$ cat config.mk
export PLATFORM = sky130hd
export DESIGN_NAME = utf8_codepoint_decoder
export DESIGN_NICKNAME = d
export VERILOG_FILES = /design/src/rtl/u8dec_pkg.sv /design/src/rtl/utf8_codepoint_decoder.sv
export SDC_FILE = /design/constraint.sdc
export NUM_CORES = 1
export LEC_CHECK = 0
export ABC_AREA = 1
export BUFFER_PORTS_ARGS = -buffer_cell sky130_fd_sc_hd__buf_2
export CAP_MARGIN = 10
export CORE_ASPECT_RATIO = 0.75
export CORE_UTILIZATION = 40
export CTS_CLUSTER_SIZE = 20
export DETAILED_ROUTE_END_ITERATION = 8
export PLACE_DENSITY_LB_ADDON = 0.1
export SLEW_MARGIN = 0
export SYNTH_ARGS = -nofsm -noshare
export SYNTH_HDL_FRONTEND = slang
export SYNTH_SLANG_ARGS = --single-unit
$ cat constraint.sdc
create_clock -name clk -period 5.9 [get_ports clk]
set_input_delay 0 -clock clk [delete_from_list [all_inputs] [get_ports clk]]
set_output_delay 0 -clock clk [all_outputs]
set_load 0.01 [all_outputs]
$ cat src/rtl/u8dec_pkg.sv
package u8dec_pkg;

    // Width of the decoded code point and of the per-string count.
    localparam int unsigned CpWidth    = 21;
    localparam int unsigned CountWidth = 32;

    // Result kinds carried on the output channel.
    typedef enum logic [1:0] {
        KIND_POINT   = 2'd0,
        KIND_INVALID = 2'd1,
        KIND_END     = 2'd2
    } kind_t;

    // One result word as held in the output queue.
    typedef struct packed {
        kind_t                 kind;
        logic [CpWidth-1:0]    code_point;
        logic [CountWidth-1:0] point_count;
        logic                  string_valid;
        logic                  last_of_run;
    } result_t;

endpackage

$ cat src/rtl/utf8_codepoint_decoder.sv
// UTF-8 code point decoder.
// The input channel (in_valid, in_stall, in_byte) takes one byte of a
// zero-terminated UTF-8 string per word. The output channel (out_valid,
// out_stall and the result fields) gives decoded code points, invalid
// sequence marks and one end-of-string word per zero byte that carries the
// code point count and whether the string was valid.
// An accepted byte lands in an input register; it is then decoded and, once
// the two-entry output queue has room, its results are written to that queue.
// The block takes one byte per cycle while in_stall is low. A byte that
// breaks a pending sequence can give two results and may hold the input
// while the queue drains; last_of_run marks the final result of each byte.
// When the receiver stalls, the queue fills and the input register holds its
// byte, and in_stall rises until room frees up.
// Reset clears the decoder state, the count, the error flag and the queue.
module utf8_codepoint_decoder (
    input  logic                                clk,
    input  logic                                rst_n,
    input  logic                                in_valid,
    output logic                                in_stall,
    input  logic [7:0]                          in_byte,
    output logic                                out_valid,
    input  logic                                out_stall,
    output logic [1:0]                          kind,
    output logic [u8dec_pkg::CpWidth-1:0]       code_point,
    output logic [u8dec_pkg::CountWidth-1:0]    point_count,
    output logic                                string_valid,
    output logic                                last_of_run
);
    import u8dec_pkg::*;

    // Input register.
    logic        in_full_reg;
    logic        in_full_next;
    logic [7:0]  byte_reg;
    logic        in_accept;

    // Decoder state.
    logic [1:0]            pending_reg;
    logic [1:0]            pending_next;
    logic [CpWidth-1:0]    partial_reg;
    logic [CpWidth-1:0]    partial_next;
    logic [CountWidth-1:0] seen_reg;
    logic [CountWidth-1:0] seen_next;
    logic                  error_reg;
    logic                  error_next;

    // Output queue: head is presented, tail waits behind it.
    result_t     head_reg;
    result_t     head_next;
    result_t     tail_reg;
    result_t     tail_next;
    logic [1:0]  count_reg;
    logic [1:0]  count_next;

    // Decode results of the byte in the input register.
    result_t     res0;
    result_t     res1;
    logic [1:0]  num_res;
    logic        broken;
    logic        fire;
    logic        pop;
    logic [1:0]  remain;
    logic [2:0]  total;

    // Lead byte path.
    logic                  lead_has;
    result_t               lead_res;
    logic                  lead_err;
    logic [CountWidth-1:0] seen_inc;

    assign pop    = out_valid && !out_stall;
    assign remain = count_reg - {1'b0, pop};
    assign total  = {1'b0, remain} + {1'b0, num_res};
    assign fire   = in_full_reg && (total <= 3'd2);

    assign in_stall  = in_full_reg && !fire;
    assign in_accept = in_valid && !in_stall;

    assign seen_inc = (seen_reg != '1) ? seen_reg + 1'b1 : seen_reg;

    // Decode one byte: continuation, broken sequence or lead byte.
    always_comb
    begin
        lead_res     = '0;
        lead_has     = 1'b0;
        res0         = '0;
        res1         = '0;
        num_res      = 2'd0;
        broken       = 1'b0;
        pending_next = pending_reg;
        partial_next = partial_reg;
        seen_next    = seen_reg;
        error_next   = error_reg;

        broken   = (pending_reg != 2'd0) && (byte_reg[7:6] != 2'b10);
        lead_err = error_reg || broken;

        if ((pending_reg != 2'd0) && !broken)
        begin
            // Fold a continuation byte into the partial code point.
            partial_next = {partial_reg[CpWidth-7:0], byte_reg[5:0]};
            pending_next = pending_reg - 2'd1;
            if (pending_reg == 2'd1)
            begin
                res0.kind        = KIND_POINT;
                res0.code_point  = {partial_reg[CpWidth-7:0], byte_reg[5:0]};
                res0.last_of_run = 1'b1;
                num_res          = 2'd1;
                seen_next        = seen_inc;
                partial_next     = '0;
            end
        end
        else
        begin
            if (broken)
            begin
                pending_next = 2'd0;
                partial_next = '0;
                error_next   = 1'b1;
            end

            // Lead byte handling.
            priority if (byte_reg == 8'h00)
            begin
                lead_has              = 1'b1;
                lead_res.kind         = KIND_END;
                lead_res.point_count  = lead_err ? '0 : seen_reg;
                lead_res.string_valid = !lead_err;
                seen_next             = '0;
                error_next            = 1'b0;
            end
            else if (byte_reg[7] == 1'b0)
            begin
                lead_has            = 1'b1;
                lead_res.kind       = KIND_POINT;
                lead_res.code_point = {{(CpWidth-8){1'b0}}, byte_reg};
                seen_next           = seen_inc;
            end
            else if ((byte_reg & 8'hE0) == 8'hC0)
            begin
                pending_next = 2'd1;
                partial_next = {{(CpWidth-8){1'b0}}, byte_reg & 8'h1F};
            end
            else if ((byte_reg & 8'hF0) == 8'hE0)
            begin
                pending_next = 2'd2;
                partial_next = {{(CpWidth-8){1'b0}}, byte_reg & 8'h0F};
            end
            else if ((byte_reg & 8'hF8) == 8'hF0)
            begin
                pending_next = 2'd3;
                partial_next = {{(CpWidth-8){1'b0}}, byte_reg & 8'h07};
            end
            else
            begin
                lead_has      = 1'b1;
                lead_res.kind = KIND_INVALID;
                error_next    = 1'b1;
            end
            lead_res.last_of_run = 1'b1;

            // Order the results: the broken-sequence mark comes first.
            if (broken)
            begin
                res0.kind        = KIND_INVALID;
                res0.last_of_run = !lead_has;
                res1             = lead_res;
                num_res          = lead_has ? 2'd2 : 2'd1;
            end
            else
            begin
                res0    = lead_res;
                num_res = lead_has ? 2'd1 : 2'd0;
            end
        end
    end

    // Output queue update: drop the popped word, then append new results.
    always_comb
    begin
        head_next  = head_reg;
        tail_next  = tail_reg;
        count_next = remain;
        if (pop)
        begin
            head_next = tail_reg;
        end
        if (fire)
        begin
            count_next = total[1:0];
            unique case (remain)
                2'd0:
                begin
                    head_next = res0;
                    tail_next = res1;
                end
                2'd1:
                begin
                    tail_next = res0;
                end
                default:
                begin
                    tail_next = tail_reg;
                end
            endcase
        end
    end

    assign in_full_next = in_accept ? 1'b1 : (fire ? 1'b0 : in_full_reg);

    // Control and decoder state registers.
    always_ff @(posedge clk or negedge rst_n)
    begin
        if (!rst_n)
        begin
            in_full_reg <= 1'b0;
            count_reg   <= 2'd0;
            pending_reg <= 2'd0;
            partial_reg <= '0;
            seen_reg    <= '0;
            error_reg   <= 1'b0;
        end
        else
        begin
            in_full_reg <= in_full_next;
            count_reg   <= count_next;
            if (fire)
            begin
                pending_reg <= pending_next;
                partial_reg <= partial_next;
                seen_reg    <= seen_next;
                error_reg   <= error_next;
            end
        end
    end

    // Payload registers.
    always_ff @(posedge clk)
    begin
        if (in_accept)
        begin
            byte_reg <= in_byte;
        end
        head_reg <= head_next;
        tail_reg <= tail_next;
    end

    assign out_valid    = (count_reg != 2'd0);
    assign kind         = head_reg.kind;
    assign code_point   = head_reg.code_point;
    assign point_count  = head_reg.point_count;
    assign string_valid = head_reg.string_valid;
    assign last_of_run  = head_reg.last_of_run;

    // The queue never holds more than two words.
    assert property (@(posedge clk) disable iff (!rst_n) count_reg != 2'd3)
        else $error("output queue overflow");

    // A non-final word of a byte always has its partner queued behind it.
    assert property (@(posedge clk) disable iff (!rst_n)
        (out_valid && !last_of_run) |-> (count_reg == 2'd2))
        else $error("non-final result without its follower");

    // A decoded zero byte clears the count and error flag.
    assert property (@(posedge clk) disable iff (!rst_n)
        (fire && byte_reg == 8'h00) |=> (seen_reg == '0 && !error_reg))
        else $error("end of string did not clear the count");

    // A broken sequence always leaves an invalid mark as its first result.
    assert property (@(posedge clk) disable iff (!rst_n)
        (fire && broken) |-> (res0.kind == KIND_INVALID && num_res != 2'd0))
        else $error("broken sequence without invalid result");

endmodule

Yosys cells after proc, flatten, opt, wreduce, memory -nomap -nowiden
Cells that the tools add are included.
{"block": "totals", "regBits": 181, "in_bits": 12, "output_inout_bits": 59, "wordCells": 117}
{"block": "op_classes", "add_sub_neg": 4, "n_lt_le_gt_ge": 1, "n_eq_ne": 9, "mux": 63, "bitwise": 1, "n_reduce_logical": 22}
{"operator": "57-bit 2-to-1 mux", "count": 5}
{"operator": "32-bit 2-to-1 mux", "count": 6}
{"operator": "21-bit 2-to-1 mux", "count": 9}
{"operator": "57-bit one-hot mux with 2 select lines", "count": 1}
{"operator": "33-bit 2-to-1 mux", "count": 2}
{"operator": "54-bit 2-to-1 mux", "count": 1}
{"operator": "32-bit by 1-bit adder with 32-bit output (second input constant)", "count": 1}
{"operator": "2-bit 2-to-1 mux", "count": 16}
{"operator": "32-bit inequality test (second input constant)", "count": 1}
{"operator": "23-bit 2-to-1 mux", "count": 1}
{"operator": "1-bit 2-to-1 mux", "count": 20}
{"operator": "7-bit 2-to-1 mux", "count": 2}
{"operator": "8-bit logical NOT", "count": 1}
{"operator": "2-bit nonzero test", "count": 4}
{"operator": "1-bit logical AND", "count": 6}
{"operator": "1-bit logical NOT", "count": 6}
{"operator": "5-bit equality test (second input constant)", "count": 1}
{"operator": "2-bit by 1-bit equality test with 1-bit output (second input constant)", "count": 2}
{"operator": "4-bit equality test (second input constant)", "count": 1}
{"operator": "2-bit AND reduction", "count": 2}
{"operator": "2-bit by 2-bit adder with 3-bit output", "count": 1}
{"operator": "3-bit equality test (second input constant)", "count": 1}
{"operator": "3-bit by 2-bit less-or-equal comparator with 1-bit output (second input constant)", "count": 1}
{"operator": "3-bit by 1-bit inequality test with 1-bit output (second input constant)", "count": 1}
{"operator": "other kinds (8)", "count": 8}

Longest topological paths before layout
{"block": "logic_depth", "depth_word": 18, "depth_mapped": 21, "mapped_depth_nobuf": 20}

Least setup slack after synthesis
No wires, ideal clock.
{"block": "synth_path", "kind": "register -> register", "startpoint": "reg count_reg[1]", "endpoint": "reg tail_reg[0] (netlist name) (enable)", "setup_time_ps": 472, "arrival_ps": 4887, "required_ps": 5428, "path_slack_ps": 541, "stages_incl_launch_ff": 13, "path_buffers": 2, "period_less_slack_ps": 5359, "cell_sequence": "dfrtp_1 > or2_2 > nand2_1 > inv_1 > buf_2 > buf_2 > ha_1 > inv_1 > ha_1 > fa_1 > nand2_1 > nand3_2 > nor2_1"}
{"block": "synth_via", "elab_chain_cells": 7, "word_cells_on_any_way": 10, "classes_between": "2 x add/sub; 1 x order compare; 1 x eq/ne; 6 x reduce/logical"}
{"item": "start, declared", "line_no": "utf8_codepoint_decoder.sv:52", "source": "logic [1:0] count_reg;"}
{"item": "start signal, assigned", "line_no": "utf8_codepoint_decoder.sv:226", "source": "count_reg <= count_next;"}
{"item": "2-bit nonzero test *", "line_no": "utf8_codepoint_decoder.sv:248", "source": "assign out_valid = (count_reg != 2'd0);"}
{"item": "net out_valid", "line_no": "utf8_codepoint_decoder.sv:21", "source": "output logic out_valid,"}
{"item": "1-bit logical AND *", "line_no": "utf8_codepoint_decoder.sv:71", "source": "assign pop = out_valid && !out_stall;"}
{"item": "2-bit by 1-bit subtractor with 2-bit output *", "line_no": "utf8_codepoint_decoder.sv:72", "source": "assign remain = count_reg - {1'b0, pop};"}
{"item": "2-bit by 2-bit adder with 3-bit output", "line_no": "utf8_codepoint_decoder.sv:73", "source": "assign total = {1'b0, remain} + {1'b0, num_res};"}
{"item": "3-bit by 2-bit less-or-equal comparator with 1-bit output", "line_no": "utf8_codepoint_decoder.sv:74", "source": "assign fire = in_full_reg && (total <= 3'd2);"}
{"item": "1-bit logical AND", "line_no": "utf8_codepoint_decoder.sv:74"}
{"item": "2-bit AND reduction (no source line) *"}
{"item": "end signal, assigned", "line_no": "utf8_codepoint_decoder.sv:245", "source": "tail_reg <= tail_next;"}
{"item": "end, declared", "line_no": "utf8_codepoint_decoder.sv:50", "source": "result_t tail_reg;"}
The timed path passes the listed nets; every way through them passes the cells marked *.
A chain may end at the register's enable or synchronous reset.

Final worst setup path
{"block": "layout_path", "startpoint": "reg pending_reg[0]", "endpoint": "reg seen_reg[20]"}
{"block": "layout_via", "elab_chain_cells": 9, "word_cells_on_any_way": 15, "classes_between": "1 x add/sub; 1 x order compare; 3 x eq/ne; 4 x mux; 6 x reduce/logical"}
{"item": "start, declared", "line_no": "utf8_codepoint_decoder.sv:38", "source": "logic [1:0] pending_reg;"}
{"item": "start signal, assigned", "line_no": "utf8_codepoint_decoder.sv:229", "source": "pending_reg <= pending_next;"}
{"item": "2-bit nonzero test", "line_no": "utf8_codepoint_decoder.sv:95, utf8_codepoint_decoder.sv:98"}
{"item": "1-bit logical AND", "line_no": "utf8_codepoint_decoder.sv:95", "source": "broken = (pending_reg != 2'd0) && (byte_reg[7:6] != 2'b10);"}
{"item": "1-bit logical NOT", "line_no": "utf8_codepoint_decoder.sv:98", "source": "if ((pending_reg != 2'd0) && !broken)"}
{"item": "1-bit logical AND", "line_no": "utf8_codepoint_decoder.sv:98"}
{"item": "2-bit 2-to-1 mux", "line_no": "utf8_codepoint_decoder.sv:98"}
{"item": "2-bit by 2-bit adder with 3-bit output", "line_no": "utf8_codepoint_decoder.sv:73"}
{"item": "3-bit by 2-bit less-or-equal comparator with 1-bit output", "line_no": "utf8_codepoint_decoder.sv:74"}
{"item": "1-bit logical AND", "line_no": "utf8_codepoint_decoder.sv:74"}
{"item": "3-bit AND reduction (no source line)"}
{"item": "end signal, assigned", "line_no": "utf8_codepoint_decoder.sv:231", "source": "seen_reg <= seen_next;"}
{"item": "end, declared", "line_no": "utf8_codepoint_decoder.sv:42", "source": "logic [CountWidth-1:0] seen_reg;"}
Parallel ways exist; a longest one is shown, timed or not.

==> metrics.md <==
| Metric | Value |
|---|---|
| Status | completed |
| Post-route ant nets | 0 |
| Most frequent cell after synthesis | nand2_1 |
| Clk slew on worst S/H paths | 70 ps |
| Crit-path cells | inv_1 > ha_1 > inv_2 > nand3_4 > nor2_4 > inv_2 > nand2_1 > ha_1 > fa_1 > nand2_1 > nand3_2 > inv_1 > nand2_1 > nor2_4 > buf_4 > nand2_1 > o21ai_0 > nor2_1 |
| Fin crit share | 0.7837 |
| Synth async-reset ratio | 0.3029 |
| CTS Sinks | 175 |
| Max cap viols | 0 |
| Slowest-stage cell, CP | nor2_4 |
| Worst-path fanout max | 22 |
| Non-filler instance count after layout | 1,309 |
| Final #Nets | 1,062 |
| Clock Root Buffer | clkbuf_16 |
| # DRC | 0 |
| Initial Utilization | 0.4149 |
| Final hold viol count | 0 |
| Area leader, netlist | edfxtp_1 |
| Worst-skew pair later-pin latency | 440 ps |
| Vias in the first global route | 6,332 |
| Setup violators final | 0 |
| Crit Path Category | register to register |
| Worst-margin pin slew | 825.5 ps |
| Die outline area | 0.02103 mm2 |
| Syn_nets | 994 |
| Relative slew slack | 0.4484 |
| Crit path launch type | register |
| Post-cts resize count | 0 |
| Global Route Usage Sum | 0.2146 |
| RSZ-0062 raised after global routing | no |
| H-tree depth | 4 |
| Synth top area cells | edfxtp_1 (24%), dfrtp_1 (16%), dfxtp_1 (14%), nand2_1 (11%), nor2_1 (6.1%) |
| Reg2Reg Setup Slack | 1280 ps |
| CORE AREA | 0.01971 mm2 |
| Hold crit path type | input pin to register |
| Post-DR vias/cell | 5.143 |
| Placed insts | 1,266 |
| Initial drt markers | 607 |
| Synthesis-stage register bit count | 175 |
| Total Power | 0.006393 W |
| Width of the die | 167.1 um |
| Synth Cell Area | 0.008178 mm2 |
| Layout Area Growth over Synthesis | 15.77% |
| Antenna violations before repair | 0 |
| Max Root-Sink Buffers | 2 |
| Drt pass-1 iters | 5 |
| Detailed Place HPWL | 14,050 um |
| Max Freq | 0.2163 GHz |
| Register area share after synthesis | 0.5404 |
| Vias | 6,732 |
| Critical Path AT | 4950 ps |
| Io pins | 71 |
| CP bufs+invs | 5 |
| Synth unique cells | 37 |
| RD Place Congestion | 0.9222 |
| Drt total wl | 21,390 um |
| # rows | 44 |
| CTS tree | yes |
| Family with the most delay on the worst path | simple AND/OR/NAND/NOR gates |
| Pins over their slew limit | 0 |
| Synth top area share | 0.2387 |
| Main synth FF type | edfxtp_1 |
| TNS Setup | 0 ps |
| Routed wire per std cell | 16.34 um |
| Worst Path Required | 6230 ps |
| Antenna Cells | 0 |
| Peak VDD IR | 0.0004789 V |
| Total grt overflow | 0 |
| Mean Syn Cell Area | 8.388 um2 |
| Top post-synthesis cells by count | nand2_1 (231), nor2_1 (132), inv_1 (88) |
| Tmin final | 4624 ps |
| Layout cells sized above 1 | 0.1572 |
| # fillers | 1,945 |
| Cell area power density | 675.2 mW/mm2 |
| Cell repeated most along the worst path | nand2_1 |
| Die height | 125.8 um |
| Cells after synthesis | 975 |
| Largest net degree at the start of global routing | 58 |
| Leakage power | 4.089 nW |
| Crit path largest cell delay | 460 ps |
| Post-synth EDFFs | 65 |
| CP endpoint kind | register |
| First-pass GRT wire length | 35,010 um |
| Max reg flops | 57 |
| Port Buffers | 70 |
| Cts bufs inserted | 17 |
| Clk_skew | 11.64 ps |
| Min Hold Slack | 142.7 ps |
| Yosys warning total | 0 |
layer usage:
metal  vias up  track usage  part of all wire
li1       3364            -                 -
met1      3152       0.3392              0.54
met2       204       0.2981              0.39
met3        12      0.03614             0.060
met4         0      0.05719            0.0080
met5         -            0                 0
through the flow:
stage | instance area (um2) | setup slack (ps) | util
finish | 9468 | 1276 | 0.4804
global route | 9468 | 819.5 | 0.4804
CTS | 9440 | 1240 | 0.4790
detailed placement | 8747 | 1261 | 0.4438
global placement | 8747 | 1395 | 0.4438
floorplan | 8178 | 541.1 | -
final cells by class:
class,count,area [um2],share of cell area
repair buffers,91,565.5,0.05973
well taps,253,316.6,0.03343
clock buffers,17,425.4,0.04493
multi-input cells,665,3224,0.3406
inverters,93,349.1,0.03687
clock inverters,15,167.7,0.01771
flip-flops and latches,175,4419,0.4668
worst min-delay path: stages:
cell     delay [ps]
buf_2            90
inv_1            50
nand2_2          50
inv_1            60
ha_1            160
o21ai_0         110
kinds of logic after synthesis:
family | Yosys count | synth area share
simple gates | 491 | 0.2609
fa+ha+maj | 7 | 0.01163
flops | 175 | 0.5404
compound gates | 157 | 0.1082
xor+xnor | 10 | 0.01163
buf+inv | 135 | 0.06732
path summary, 6_finish.rpt:
check                               start        endpoint  cells after the start
max                        pending_reg[0]    seen_reg[20]                     18
min                             out_stall    count_reg[0]                      6
max reg2reg                pending_reg[0]    seen_reg[20]                     18
min reg2reg                code_point[18]  code_point[18]                      2
max in group asynchronous           rst_n     seen_reg[6]                      3
min in group asynchronous           rst_n     in_full_reg                      3
power by group:
part	switching (W)	internal (W)	total, W
Combinational	0.00204	0.000959	0.00300
Clock	0.000542	0.000604	0.00115
Sequential	0.000240	0.00201	0.00225
Total	0.00282	0.00357	0.00639
what timing repair did:
action	in CTS	in global routing
hold buffers	10	0
endpoints found under the hold margin	62	0
buffers inserted	0	0
cells in the final DEF, fill, tap and decap left out, types with 6 or more instances in the layout:
cell	n
o21ai_0	65
o22ai_1	42
a21oi_1	20
nor2_1	131
xor2_1	9
buf_4	9
nor3_1	14
nand4_1	14
ha_1	6
dfxtp_1	57
or2_2	33
clkbuf_16	17
nand3_1	55
inv_1	88
a31oi_1	15
buf_2	70
dfrtp_1	53
edfxtp_1	65
dlygate4sd3_1	10
nand2_1	230
(Power assumes the default switching activity.)
